`src/hw/rtl/ist_pkg.sv`:
```
// Shared types and constants for the interval set table.
package ist_pkg;

	localparam int unsigned MAX_RANGES_DEF = 16;
	localparam int unsigned VALUE_BITS_DEF = 32;

	typedef enum logic [1:0] {
		ACT_INSERT = 2'd0,
		ACT_ERASE  = 2'd1,
		ACT_QUERY  = 2'd2,
		ACT_NOP    = 2'd3
	} action_t;

	typedef enum logic [2:0] {
		ST_IDLE,
		ST_SCAN,
		ST_DECIDE,
		ST_MOVE_R,
		ST_MOVE_L,
		ST_WRITE,
		ST_FIN
	} state_t;

	typedef struct packed {
		action_t     action;
		logic [31:0] range_start;
		logic [31:0] range_end;
	} in_word_t;

	typedef struct packed {
		logic        hit;
		logic [31:0] found_start;
		logic [31:0] found_end;
		logic        table_full;
		logic [4:0]  range_count;
	} out_word_t;

endpackage

```
`src/hw/rtl/interval_set_table_core.sv`:
```
// Interval set table: sorted disjoint ranges with insert/merge, erase/split and point query.
// Each word runs scan, decide and finish; a table update adds a right shift or left compact
// and/or a write of the new ranges before finish. A no-op or an empty insert/erase range goes
// from scan to finish; an output stall holds finish. in_ready only when idle, so a new word
// waits for the last. Scan and shift/compact share one read and one write port.
// Reset clears the range count and control state; table entries are undefined until written.
module interval_set_table_core #(
	parameter int unsigned MAX_RANGES = ist_pkg::MAX_RANGES_DEF,
	parameter int unsigned VALUE_BITS = ist_pkg::VALUE_BITS_DEF
) (
	input  logic                 clk,
	input  logic                 arst_n,
	input  logic                 in_valid,
	output logic                 in_ready,
	input  ist_pkg::in_word_t    in_word,
	output logic                 out_valid,
	input  logic                 out_ready,
	output ist_pkg::out_word_t   out_word
);

	localparam int unsigned IW = $clog2(MAX_RANGES);
	localparam int unsigned CW = $clog2(MAX_RANGES + 1);

	logic [VALUE_BITS-1:0] starts_mem [MAX_RANGES];
	logic [VALUE_BITS-1:0] ends_mem   [MAX_RANGES];

	ist_pkg::state_t  state_q, state_d;
	ist_pkg::action_t op_q;
	logic [VALUE_BITS-1:0] s_q, e_q, si_q, ei_q, ej1_q;
	logic [VALUE_BITS-1:0] w0s_q, w0e_q, w1s_q, w1e_q;
	logic [CW-1:0] cnt_q, k_q, i_q, j_q, lo_q, hi_q, sh_q;
	logic [CW:0]   newcnt_q;
	logic [1:0]    n_q;
	logic          wk_q, ifnd_q, jfnd_q;
	logic          hit_q, full_q;
	logic          out_valid_q;
	ist_pkg::out_word_t out_q;

	logic [IW-1:0] rd_idx, wr_idx;
	logic [VALUE_BITS-1:0] rs, re, wr_s, wr_e;
	logic          wr_en;
	logic          icond, jfail, scan_end;

	// decide terms
	logic          d_splice, d_full;
	logic [CW-1:0] d_hi;
	logic [1:0]    d_n;
	logic [VALUE_BITS-1:0] d_w0s, d_w0e, d_w1s, d_w1e;
	logic [CW:0]   d_newcnt;
	logic [CW-1:0] d_span;
	logic          cut_front, cut_back;

	assign rs = starts_mem[rd_idx];
	assign re = ends_mem[rd_idx];

	assign icond = (op_q == ist_pkg::ACT_INSERT) ? (re >= s_q) : (re > s_q);
	assign jfail = (op_q == ist_pkg::ACT_INSERT) ? (rs > e_q) : (rs >= e_q);
	assign scan_end = (k_q == cnt_q) || (ifnd_q && jfnd_q);

	always_comb begin
		d_splice  = 1'b0;
		d_hi      = i_q;
		d_n       = 2'd0;
		d_w0s     = s_q;
		d_w0e     = e_q;
		d_w1s     = e_q;
		d_w1e     = ej1_q;
		cut_front = (s_q <= si_q);
		cut_back  = (ei_q <= e_q);
		unique case (op_q)
			ist_pkg::ACT_INSERT: begin
				if (i_q == j_q) begin
					d_splice = 1'b1;
					d_n      = 2'd1;
				end else if (!(si_q <= s_q && e_q <= ei_q)) begin
					d_splice = 1'b1;
					d_hi     = j_q;
					d_n      = 2'd1;
					d_w0s    = (si_q < s_q) ? si_q : s_q;
					d_w0e    = (ej1_q > e_q) ? ej1_q : e_q;
				end
			end
			ist_pkg::ACT_ERASE: begin
				if (i_q != j_q) begin
					d_splice = 1'b1;
					d_hi     = j_q;
					if (j_q == i_q + CW'(1) && cut_front != cut_back) begin
						d_n   = 2'd1;
						d_w0s = cut_front ? e_q : si_q;
						d_w0e = cut_front ? ei_q : s_q;
					end else if (si_q < s_q) begin
						d_w0s = si_q;
						d_w0e = s_q;
						d_n   = (e_q < ej1_q) ? 2'd2 : 2'd1;
					end else begin
						d_w0s = e_q;
						d_w0e = ej1_q;
						d_n   = (e_q < ej1_q) ? 2'd1 : 2'd0;
					end
				end
			end
			default: begin
				d_splice = 1'b0;
			end
		endcase
		d_span   = d_hi - i_q;
		d_newcnt = {1'b0, cnt_q} + (CW+1)'(d_n) - {1'b0, d_span};
		d_full   = d_splice && (d_newcnt > (CW+1)'(MAX_RANGES));
	end

	always_comb begin
		state_d = state_q;
		unique case (state_q)
			ist_pkg::ST_IDLE: begin
				if (in_valid) begin
					state_d = ist_pkg::ST_SCAN;
				end
			end
			ist_pkg::ST_SCAN: begin
				if (op_q == ist_pkg::ACT_NOP ||
				    (op_q != ist_pkg::ACT_QUERY && s_q >= e_q)) begin
					state_d = ist_pkg::ST_FIN;
				end else if (scan_end) begin
					state_d = ist_pkg::ST_DECIDE;
				end
			end
			ist_pkg::ST_DECIDE: begin
				if (!d_splice || d_full) begin
					state_d = ist_pkg::ST_FIN;
				end else if (CW'(d_n) > d_span) begin
					state_d = ist_pkg::ST_MOVE_R;
				end else if (CW'(d_n) < d_span) begin
					state_d = ist_pkg::ST_MOVE_L;
				end else begin
					state_d = ist_pkg::ST_WRITE;
				end
			end
			ist_pkg::ST_MOVE_R: begin
				if (k_q == hi_q) begin
					state_d = (n_q == 2'd0) ? ist_pkg::ST_FIN : ist_pkg::ST_WRITE;
				end
			end
			ist_pkg::ST_MOVE_L: begin
				if (k_q == cnt_q) begin
					state_d = (n_q == 2'd0) ? ist_pkg::ST_FIN : ist_pkg::ST_WRITE;
				end
			end
			ist_pkg::ST_WRITE: begin
				if ({1'b0, wk_q} == n_q - 2'd1) begin
					state_d = ist_pkg::ST_FIN;
				end
			end
			ist_pkg::ST_FIN: begin
				if (!out_valid_q || out_ready) begin
					state_d = ist_pkg::ST_IDLE;
				end
			end
			default: begin
				state_d = ist_pkg::ST_IDLE;
			end
		endcase
	end

	always_comb begin
		rd_idx = k_q[IW-1:0];
		wr_en  = 1'b0;
		wr_idx = k_q[IW-1:0];
		wr_s   = rs;
		wr_e   = re;
		unique case (state_q)
			ist_pkg::ST_MOVE_R: begin
				rd_idx = IW'(k_q - CW'(1));
				wr_idx = k_q[IW-1:0];
				wr_en  = (k_q != hi_q);
			end
			ist_pkg::ST_MOVE_L: begin
				wr_idx = IW'(k_q - sh_q);
				wr_en  = (k_q != cnt_q);
			end
			ist_pkg::ST_WRITE: begin
				wr_idx = IW'(lo_q + CW'(wk_q));
				wr_en  = 1'b1;
				wr_s   = wk_q ? w1s_q : w0s_q;
				wr_e   = wk_q ? w1e_q : w0e_q;
			end
			default: begin
				wr_en = 1'b0;
			end
		endcase
	end

	assign in_ready  = (state_q == ist_pkg::ST_IDLE);
	assign out_valid = out_valid_q;
	assign out_word  = out_q;

	always_ff @(posedge clk) begin
		if (wr_en) begin
			starts_mem[wr_idx] <= wr_s;
			ends_mem[wr_idx]   <= wr_e;
		end
	end

	always_ff @(posedge clk or negedge arst_n) begin
		if (!arst_n) begin
			state_q     <= ist_pkg::ST_IDLE;
			cnt_q       <= '0;
			out_valid_q <= 1'b0;
		end else begin
			state_q <= state_d;
			if (state_q == ist_pkg::ST_FIN && state_d == ist_pkg::ST_IDLE) begin
				out_valid_q <= 1'b1;
			end else if (out_valid_q && out_ready) begin
				out_valid_q <= 1'b0;
			end
			if ((state_q == ist_pkg::ST_MOVE_R || state_q == ist_pkg::ST_MOVE_L ||
			     state_q == ist_pkg::ST_WRITE) && state_d == ist_pkg::ST_FIN) begin
				cnt_q <= newcnt_q[CW-1:0];
			end
		end
	end

	always_ff @(posedge clk) begin
		unique case (state_q)
			ist_pkg::ST_IDLE: begin
				op_q   <= in_word.action;
				s_q    <= VALUE_BITS'(in_word.range_start);
				e_q    <= VALUE_BITS'(in_word.range_end);
				k_q    <= '0;
				i_q    <= cnt_q;
				j_q    <= cnt_q;
				ifnd_q <= 1'b0;
				jfnd_q <= 1'b0;
				hit_q  <= 1'b0;
				full_q <= 1'b0;
				wk_q   <= 1'b0;
			end
			ist_pkg::ST_SCAN: begin
				if (!scan_end) begin
					k_q <= k_q + CW'(1);
					if (!ifnd_q && icond) begin
						ifnd_q <= 1'b1;
						i_q    <= k_q;
						si_q   <= rs;
						ei_q   <= re;
					end
					if (!jfnd_q) begin
						if (jfail) begin
							jfnd_q <= 1'b1;
							j_q    <= k_q;
						end else begin
							ej1_q <= re;
						end
					end
				end
			end
			ist_pkg::ST_DECIDE: begin
				hit_q    <= (op_q == ist_pkg::ACT_QUERY) && ifnd_q && (si_q <= s_q);
				full_q   <= d_full;
				lo_q     <= i_q;
				hi_q     <= d_hi;
				n_q      <= d_n;
				w0s_q    <= d_w0s;
				w0e_q    <= d_w0e;
				w1s_q    <= d_w1s;
				w1e_q    <= d_w1e;
				newcnt_q <= d_newcnt;
				sh_q     <= d_span - CW'(d_n);
				k_q      <= (CW'(d_n) > d_span) ? cnt_q : d_hi;
			end
			ist_pkg::ST_MOVE_R: begin
				if (k_q != hi_q) begin
					k_q <= k_q - CW'(1);
				end
			end
			ist_pkg::ST_MOVE_L: begin
				if (k_q != cnt_q) begin
					k_q <= k_q + CW'(1);
				end
			end
			ist_pkg::ST_WRITE: begin
				wk_q <= 1'b1;
			end
			ist_pkg::ST_FIN: begin
				if (state_d == ist_pkg::ST_IDLE) begin
					out_q.hit         <= hit_q;
					out_q.found_start <= hit_q ? 32'(si_q) : 32'd0;
					out_q.found_end   <= hit_q ? 32'(ei_q) : 32'd0;
					out_q.table_full  <= full_q;
					out_q.range_count <= 5'(cnt_q);
				end
			end
			default: begin
				k_q <= k_q;
			end
		endcase
	end

endmodule

```
`config.mk`:
```
export PLATFORM = sky130hd
export DESIGN_NAME = interval_set_table_core
export DESIGN_NICKNAME = d
export VERILOG_FILES = /design/src/hw/rtl/ist_pkg.sv /design/src/hw/rtl/interval_set_table_core.sv
export SDC_FILE = /design/constraint.sdc
export NUM_CORES = 2
export LEC_CHECK = 0
export ABC_CLOCK_PERIOD_IN_PS = 15680
export BUFFER_PORTS_ARGS = -buffer_cell sky130_fd_sc_hd__buf_4
export CAP_MARGIN = 20
export CELL_PAD_IN_SITES_DETAIL_PLACEMENT = 0
export CELL_PAD_IN_SITES_GLOBAL_PLACEMENT = 1
export CORE_MARGIN = 4
export CORE_UTILIZATION = 29
export CTS_CLUSTER_DIAMETER = 50
export DETAILED_ROUTE_END_ITERATION = 6
export GPL_ROUTABILITY_DRIVEN = 0
export PLACE_DENSITY_LB_ADDON = 0.2
export SKIP_LAST_GASP = 1
export SYNTH_ARGS = -nofsm -noshare
export SYNTH_HDL_FRONTEND = slang
export SYNTH_SLANG_ARGS = --single-unit
```
`constraint.sdc`:
```
create_clock -name clk -period 15.68 [get_ports clk]
set_input_delay 1.568 -clock clk [delete_from_list [all_inputs] [get_ports clk]]
set_output_delay 1.568 -clock clk [all_outputs]
set_load 0.005 [all_outputs]
```
After elaboration in Yosys (flattened, before gate mapping) --
Memories as Yosys holds them, arrays and structs flattened. Index checks and enable logic that the tools add are counted.
Word-level totals: bits in registers 410, RAM bits 1024, output and inout port bits 73, logic and storage cells 202, memories kept 2
Memories:
- ends_mem | words 16, width 32, read ports 1, clocked after memory_dff 0, wr ports 1, RTL line interval_set_table_core.sv:25 | logic [VALUE_BITS-1:0] ends_mem [MAX_RANGES];
- starts_mem | words 16, width 32, read ports 1, clocked after memory_dff 0, wr ports 1, RTL line interval_set_table_core.sv:24 | logic [VALUE_BITS-1:0] starts_mem [MAX_RANGES];
Cells by class: add/sub/neg operators 10, $lt $le $gt $ge 15, equality and inequality tests 26, mux-type cells 79, bitwise gates (word level) 3, reduce and logical (&&, ||, !) cells 36
Operator list (count):
- $mux 32 | 18
- $le 32x32->1 | 4
- $pmux 32 s2 | 2
- $ge 32x32->1 | 3
- $gt 32x32->1 | 3
- $lt 32x32->1 | 2
- $mux 5 | 12
- $pmux 5 s2 | 3
- $mux 3 | 9
- $pmux 5 s5 | 1
- $pmux 3 s7 | 1
- $eq 5x5->1 | 4
- $mux 1 | 18
- $ne 5x5->1 | 3
- $ne 2x2->1 const B | 7
- $eq 3x3->1 const B | 4
- $pmux 1 s2 | 6
- $reduce_and 4->1 | 3
- $logic_and 1x1->1 | 11
- $add 5x1->5 const B | 2
- $mux 2 | 5
- $pmux 4 s2 | 1
- $reduce_bool 2->1 | 4
- $add 5x2->6 | 1
- 27 further kinds | 42

Depth between registers and ports, before layout --
word-level depth 16, mapped depth 26, mapped depth without buffers 26

Worst setup path after synthesis --
OpenSTA, ideal clock, no wires.
path type register -> register, start point register state_q[2], end point register ei_q[0] (enable), library setup time 584 ps, arrival time 8974 ps, slack 6122 ps, cell stages (with the launch flop) 15, path buffers 3, cell sequence dfrtp_1 -> nand3b_1 -> inv_1 -> ha_1 -> clkbuf_1 -> clkbuf_1 -> clkbuf_1 -> mux4_2 -> mux4_2 -> ha_1 -> nand4_1 -> nor4_1 -> and3_1 -> a221oi_1 -> a21boi_0
On the way: cells in the longest elaborated chain, start to end 7
Ends and longest elaborated chain:
- start: declaration | RTL line interval_set_table_core.sv:27 | ist_pkg::state_t state_q, state_d;
- start signal: assignment | RTL line interval_set_table_core.sv:205 | state_q <= ist_pkg::ST_IDLE;
- start signal: assignment | RTL line interval_set_table_core.sv:209 | state_q <= state_d;
- $eq 3x2->1 (*) | RTL line interval_set_table_core.sv:170 | unique case (state_q)
- $mux 4 (*) | RTL line interval_set_table_core.sv:170
- $mem_v2 16x32 (*)
- named net re[31] | RTL line interval_set_table_core.sv:40 | logic [VALUE_BITS-1:0] rs, re, wr_s, wr_e;
- $gt 32x32->1 or $ge 32x32->1 (tied branches) | RTL line interval_set_table_core.sv:56 | assign icond = (op_q == ist_pkg::ACT_INSERT) ? (re >= s_q) : (re > s_q);
- $mux 1 (*) | RTL line interval_set_table_core.sv:56
- $logic_and 1x1->1 (*) | RTL line interval_set_table_core.sv:240 | if (!ifnd_q && icond) begin
- $reduce_and 3->1 (no source line) (*)
- end signal: assignment | RTL line interval_set_table_core.sv:244 | ei_q <= re;
- end: declaration | RTL line interval_set_table_core.sv:29 | logic [VALUE_BITS-1:0] s_q, e_q, si_q, ei_q, ej1_q;
The timed path passes the listed nets; every way through them passes the cells marked *. A chain may end at the register's enable or synchronous reset.

Final worst setup path --
start point register state_q[0], end point register si_q[13] (enable)
On the way: cells in the longest elaborated chain, start to end 7
Ends and longest elaborated chain:
- $eq 3x2->1 (*) | RTL line interval_set_table_core.sv:170
- $mux 4 (*) | RTL line interval_set_table_core.sv:170
- $mem_v2 16x32 (*)
- named net re[10] | RTL line interval_set_table_core.sv:40
- $gt 32x32->1 or $ge 32x32->1 (tied branches) | RTL line interval_set_table_core.sv:56
- $mux 1 (*) | RTL line interval_set_table_core.sv:56
- $logic_and 1x1->1 (*) | RTL line interval_set_table_core.sv:240
- $reduce_and 3->1 (no source line) (*)
- end signal: assignment | RTL line interval_set_table_core.sv:243 | si_q <= rs;
- end: declaration | RTL line interval_set_table_core.sv:29
Marked as above.

==> metrics <==
die span in x=468 um; Synthesis Warnings=0; Pre-antenna DRT Iters=7; synthesis-to-layout area growth=19.0%; Cell variety after synth=between 70 and 80; XOR/XNOR share of the synthesized area=less than 1%; CTS Hold Bufs=0; RSZ-0062 raised after global routing=no; Final Cycle Share=around 50%; most common cell after layout, fill and taps aside=edfxtp_1; Largest delay share family, worst path=buffers and inverters; worst vdd rail ir drop=0.128 mV; CP max-delay cell=dfrtp_1; Die Height=around 470 um; clk buf depth=3; mapped cell area=61300 sq um; vias in the first global route=around 35k; largest net degree at the start of global routing=92; Startpoint Class=flip-flop; Vias=34.1k; Leak Pwr=about 25 nW; number of DRC markers in iteration 0=3261; final instance area=about 73000 sq um; Synth top area share=69.8%; setup violators final=0; main combinational cell family by area after synthesis=multiplexers; core region area=approximately 210000 sq um; most used cell, CP=buf_4; Tmin final=between 7000 and 8000 ps; Max Fclk=127 MHz; die area=between 200000 and 250000 sq um; Setup CP Type=reg -> reg; Compound-Gate Fraction of Synth Area=under 10%; number of flops mapped to enable cells by yosys=roughly 1.4k; WP buf/inv=4; placed instance area=around 67000 sq um; TritonCTS clock tree=built; max-cap viol count=0; global-route wire length before repair=275 mm; Starting Density=29.2%; top cells by area, synth=edfxtp_1, mux4_2, ha_1; worst slew margin relative to its limit=between 20% and 30%; H-tree levels=4; Adder-Cell Fraction of Synth Area=4.61%; final hold slack=around 460 ps; drt drc=4; main flop type after synthesis=edfxtp_1; Mean Syn Cell Area=about 18 sq um; Final nets=4036; CP peak stage delay=around 800 ps; Worst EP required=roughly 16000 ps; commonest non-fill, non-tap cells in the layout=edfxtp_1, mux4_2, buf_4; DP Worst Slack=around 7700 ps; gr ovfl total=0; Crit Path Max Fanout=just over 40; Clock Sink Count=1434; Hold Crit Class=reg -> reg; Critical Path End Type=flip-flop; Total Wirelength=just under 200 mm; ys async rst share=less than 1%; CTS root buf=clkbuf_16; clk_skew=roughly 72 ps; WL/cell=about 29 um; failing checks=design-rule violations; crit path DAT=around 8300 ps; GRT Overall Usage=between 10% and 20%; mux contribution to synthesized area=13.4%; Seq cells post-synth=about 1.4k; Clk pin slew, worst setup/hold paths=~60 ps; Final TNS setup=0 ps; worst slew pin tran=around 1100 ps; io pins=around 140; syn nets=between 3k and 4k; cell taking the most area after synthesis=edfxtp_1; post-CTS setup buffer count=0; status=complete, but fails checks; clock buffer count from CTS=about 180; worst setup margin=7800 ps; cell chain of the critical path=nand3b_1 > inv_1 > ha_4 > buf_4 > buf_4 > mux4_2 > mux4_2 > ha_1 > nand4_1 > nor3_1 > o21ai_0 > nand3_1 > a221oi_1 > a21boi_4 > buf_4; initial antenna violation count=10; antenna-violating nets left=0; layout cells sized above 1=24.6%; detailed placement HPWL=between 100 and 150 mm; Simple-Gate Fraction of Synth Area=under 10%; vias per inst=between 5 and 6; Post-CTS Resized=0; PwrDens=between 200 and 300 nW/um^2; Hold Fails Final Rpt=0; sequential share of the synthesized area=between 70% and 80%; Post-Syn Instances=3427; I/O Buffers=~140; Final Max Tran Viols=0; FP Rows=168; Skew-Pair Late Insertion Delay=just over 800 ps
metal layers:
metal / global-route usage (%) / vias up / part of all wire (%)
met4: 4.76 / 0 / 2.4
li1: - / 14600 / -
met2: 28.3 / 1131 / 47
met5: 0 / - / 0
met3: 3.25 / 227 / 5.6
met1: 25.1 / 18200 / 45
cell type report:
class / count / area [sq um]
antenna: 4 / 10.0
sequential: 1434 / 43000
tap: 2805 / 3510
multi-input combinational: 1663 / 17300
timing repair buffer: 287 / 2170
fill: 19800 / 137000
clock buffer: 206 / 4710
inverter: 173 / 657
clock inverter: 134 / 1590
cells in the mapped netlist, drive strengths merged (11+ instances only):
library cell,number
buf,36
edfxtp,1425
xor2,19
nand2b,13
o221ai,25
nor2b,15
nor4,13
nand3,27
o21a,13
nor3,19
nor2,140
nand4,41
and2,65
clkbuf,121
inv,170
mux2i,90
a31oi,11
nand2,164
mux4,320
xnor2,20
a222oi,40
ha,218
a21oi,105
o21ai,103
a221o,33
o22ai,34
a21o,33
path summary, 6_finish.rpt:
kind | startpoint | end | slack [ps] | depth (start not counted)
max reg2reg | state_q[0] | si_q[13] | 7800 | 15
max | state_q[0] | si_q[13] | 7800 | 15
min reg2reg | d_w1e[21] | w1e_q[21] | 460 | 0
max in group asynchronous | arst_n | state_q[0] | 14950 | 1
min | d_w1e[21] | w1e_q[21] | 460 | 0
min in group asynchronous | arst_n | cnt_q[2] | 570 | 1
registers in the layout, summed over array words and instances (netlist names), 3 cells and up:
name        cells
ends_mem      512
newcnt_q        5
d_w1e          32
w1e_q          32
d_w1s          32
sh_q            4
w0s_q          32
starts_mem    512
si_q           32
j_q             5
hi_q            5
lo_q            4
s_q            32
w0e_q          32
cnt_q           5
state_q         3
w1s_q          32
k_q             5
i_q             5
out_word       71
ei_q           32
per-stage QoR:
stage	instances	util, %	power [mW]
after floorplan	3427	-	11.3
after global placement	6360	31.7	14.4
after detailed placement	6361	31.7	14.4
after CTS	6701	34.7	18.8
after global routing	6703	34.7	19.5
final	6706	34.7	18.6
cell families (layout without fill, tap and decap cells):
kind of cell | after synthesis | after routing
compound gates | 461 | 461
xor+xnor | 39 | 39
fa+ha+maj | 223 | 223
buf+inv | 330 | 800
flops | 1434 | 1434
mux | 417 | 417
other cells | 0 | 4
simple gates | 523 | 523
report_power, final:
part / leakage [nW] / internal [mW] / switching [mW] / total, mW
registers: 13.1 / 6.43 / 0.372 / 6.81
logic: 8.87 / 2.65 / 4.83 / 7.48
clock network: 3.04 / 2.54 / 1.77 / 4.30
total: 25.0 / 11.6 / 6.97 / 18.6
(Power assumes the default switching activity.)
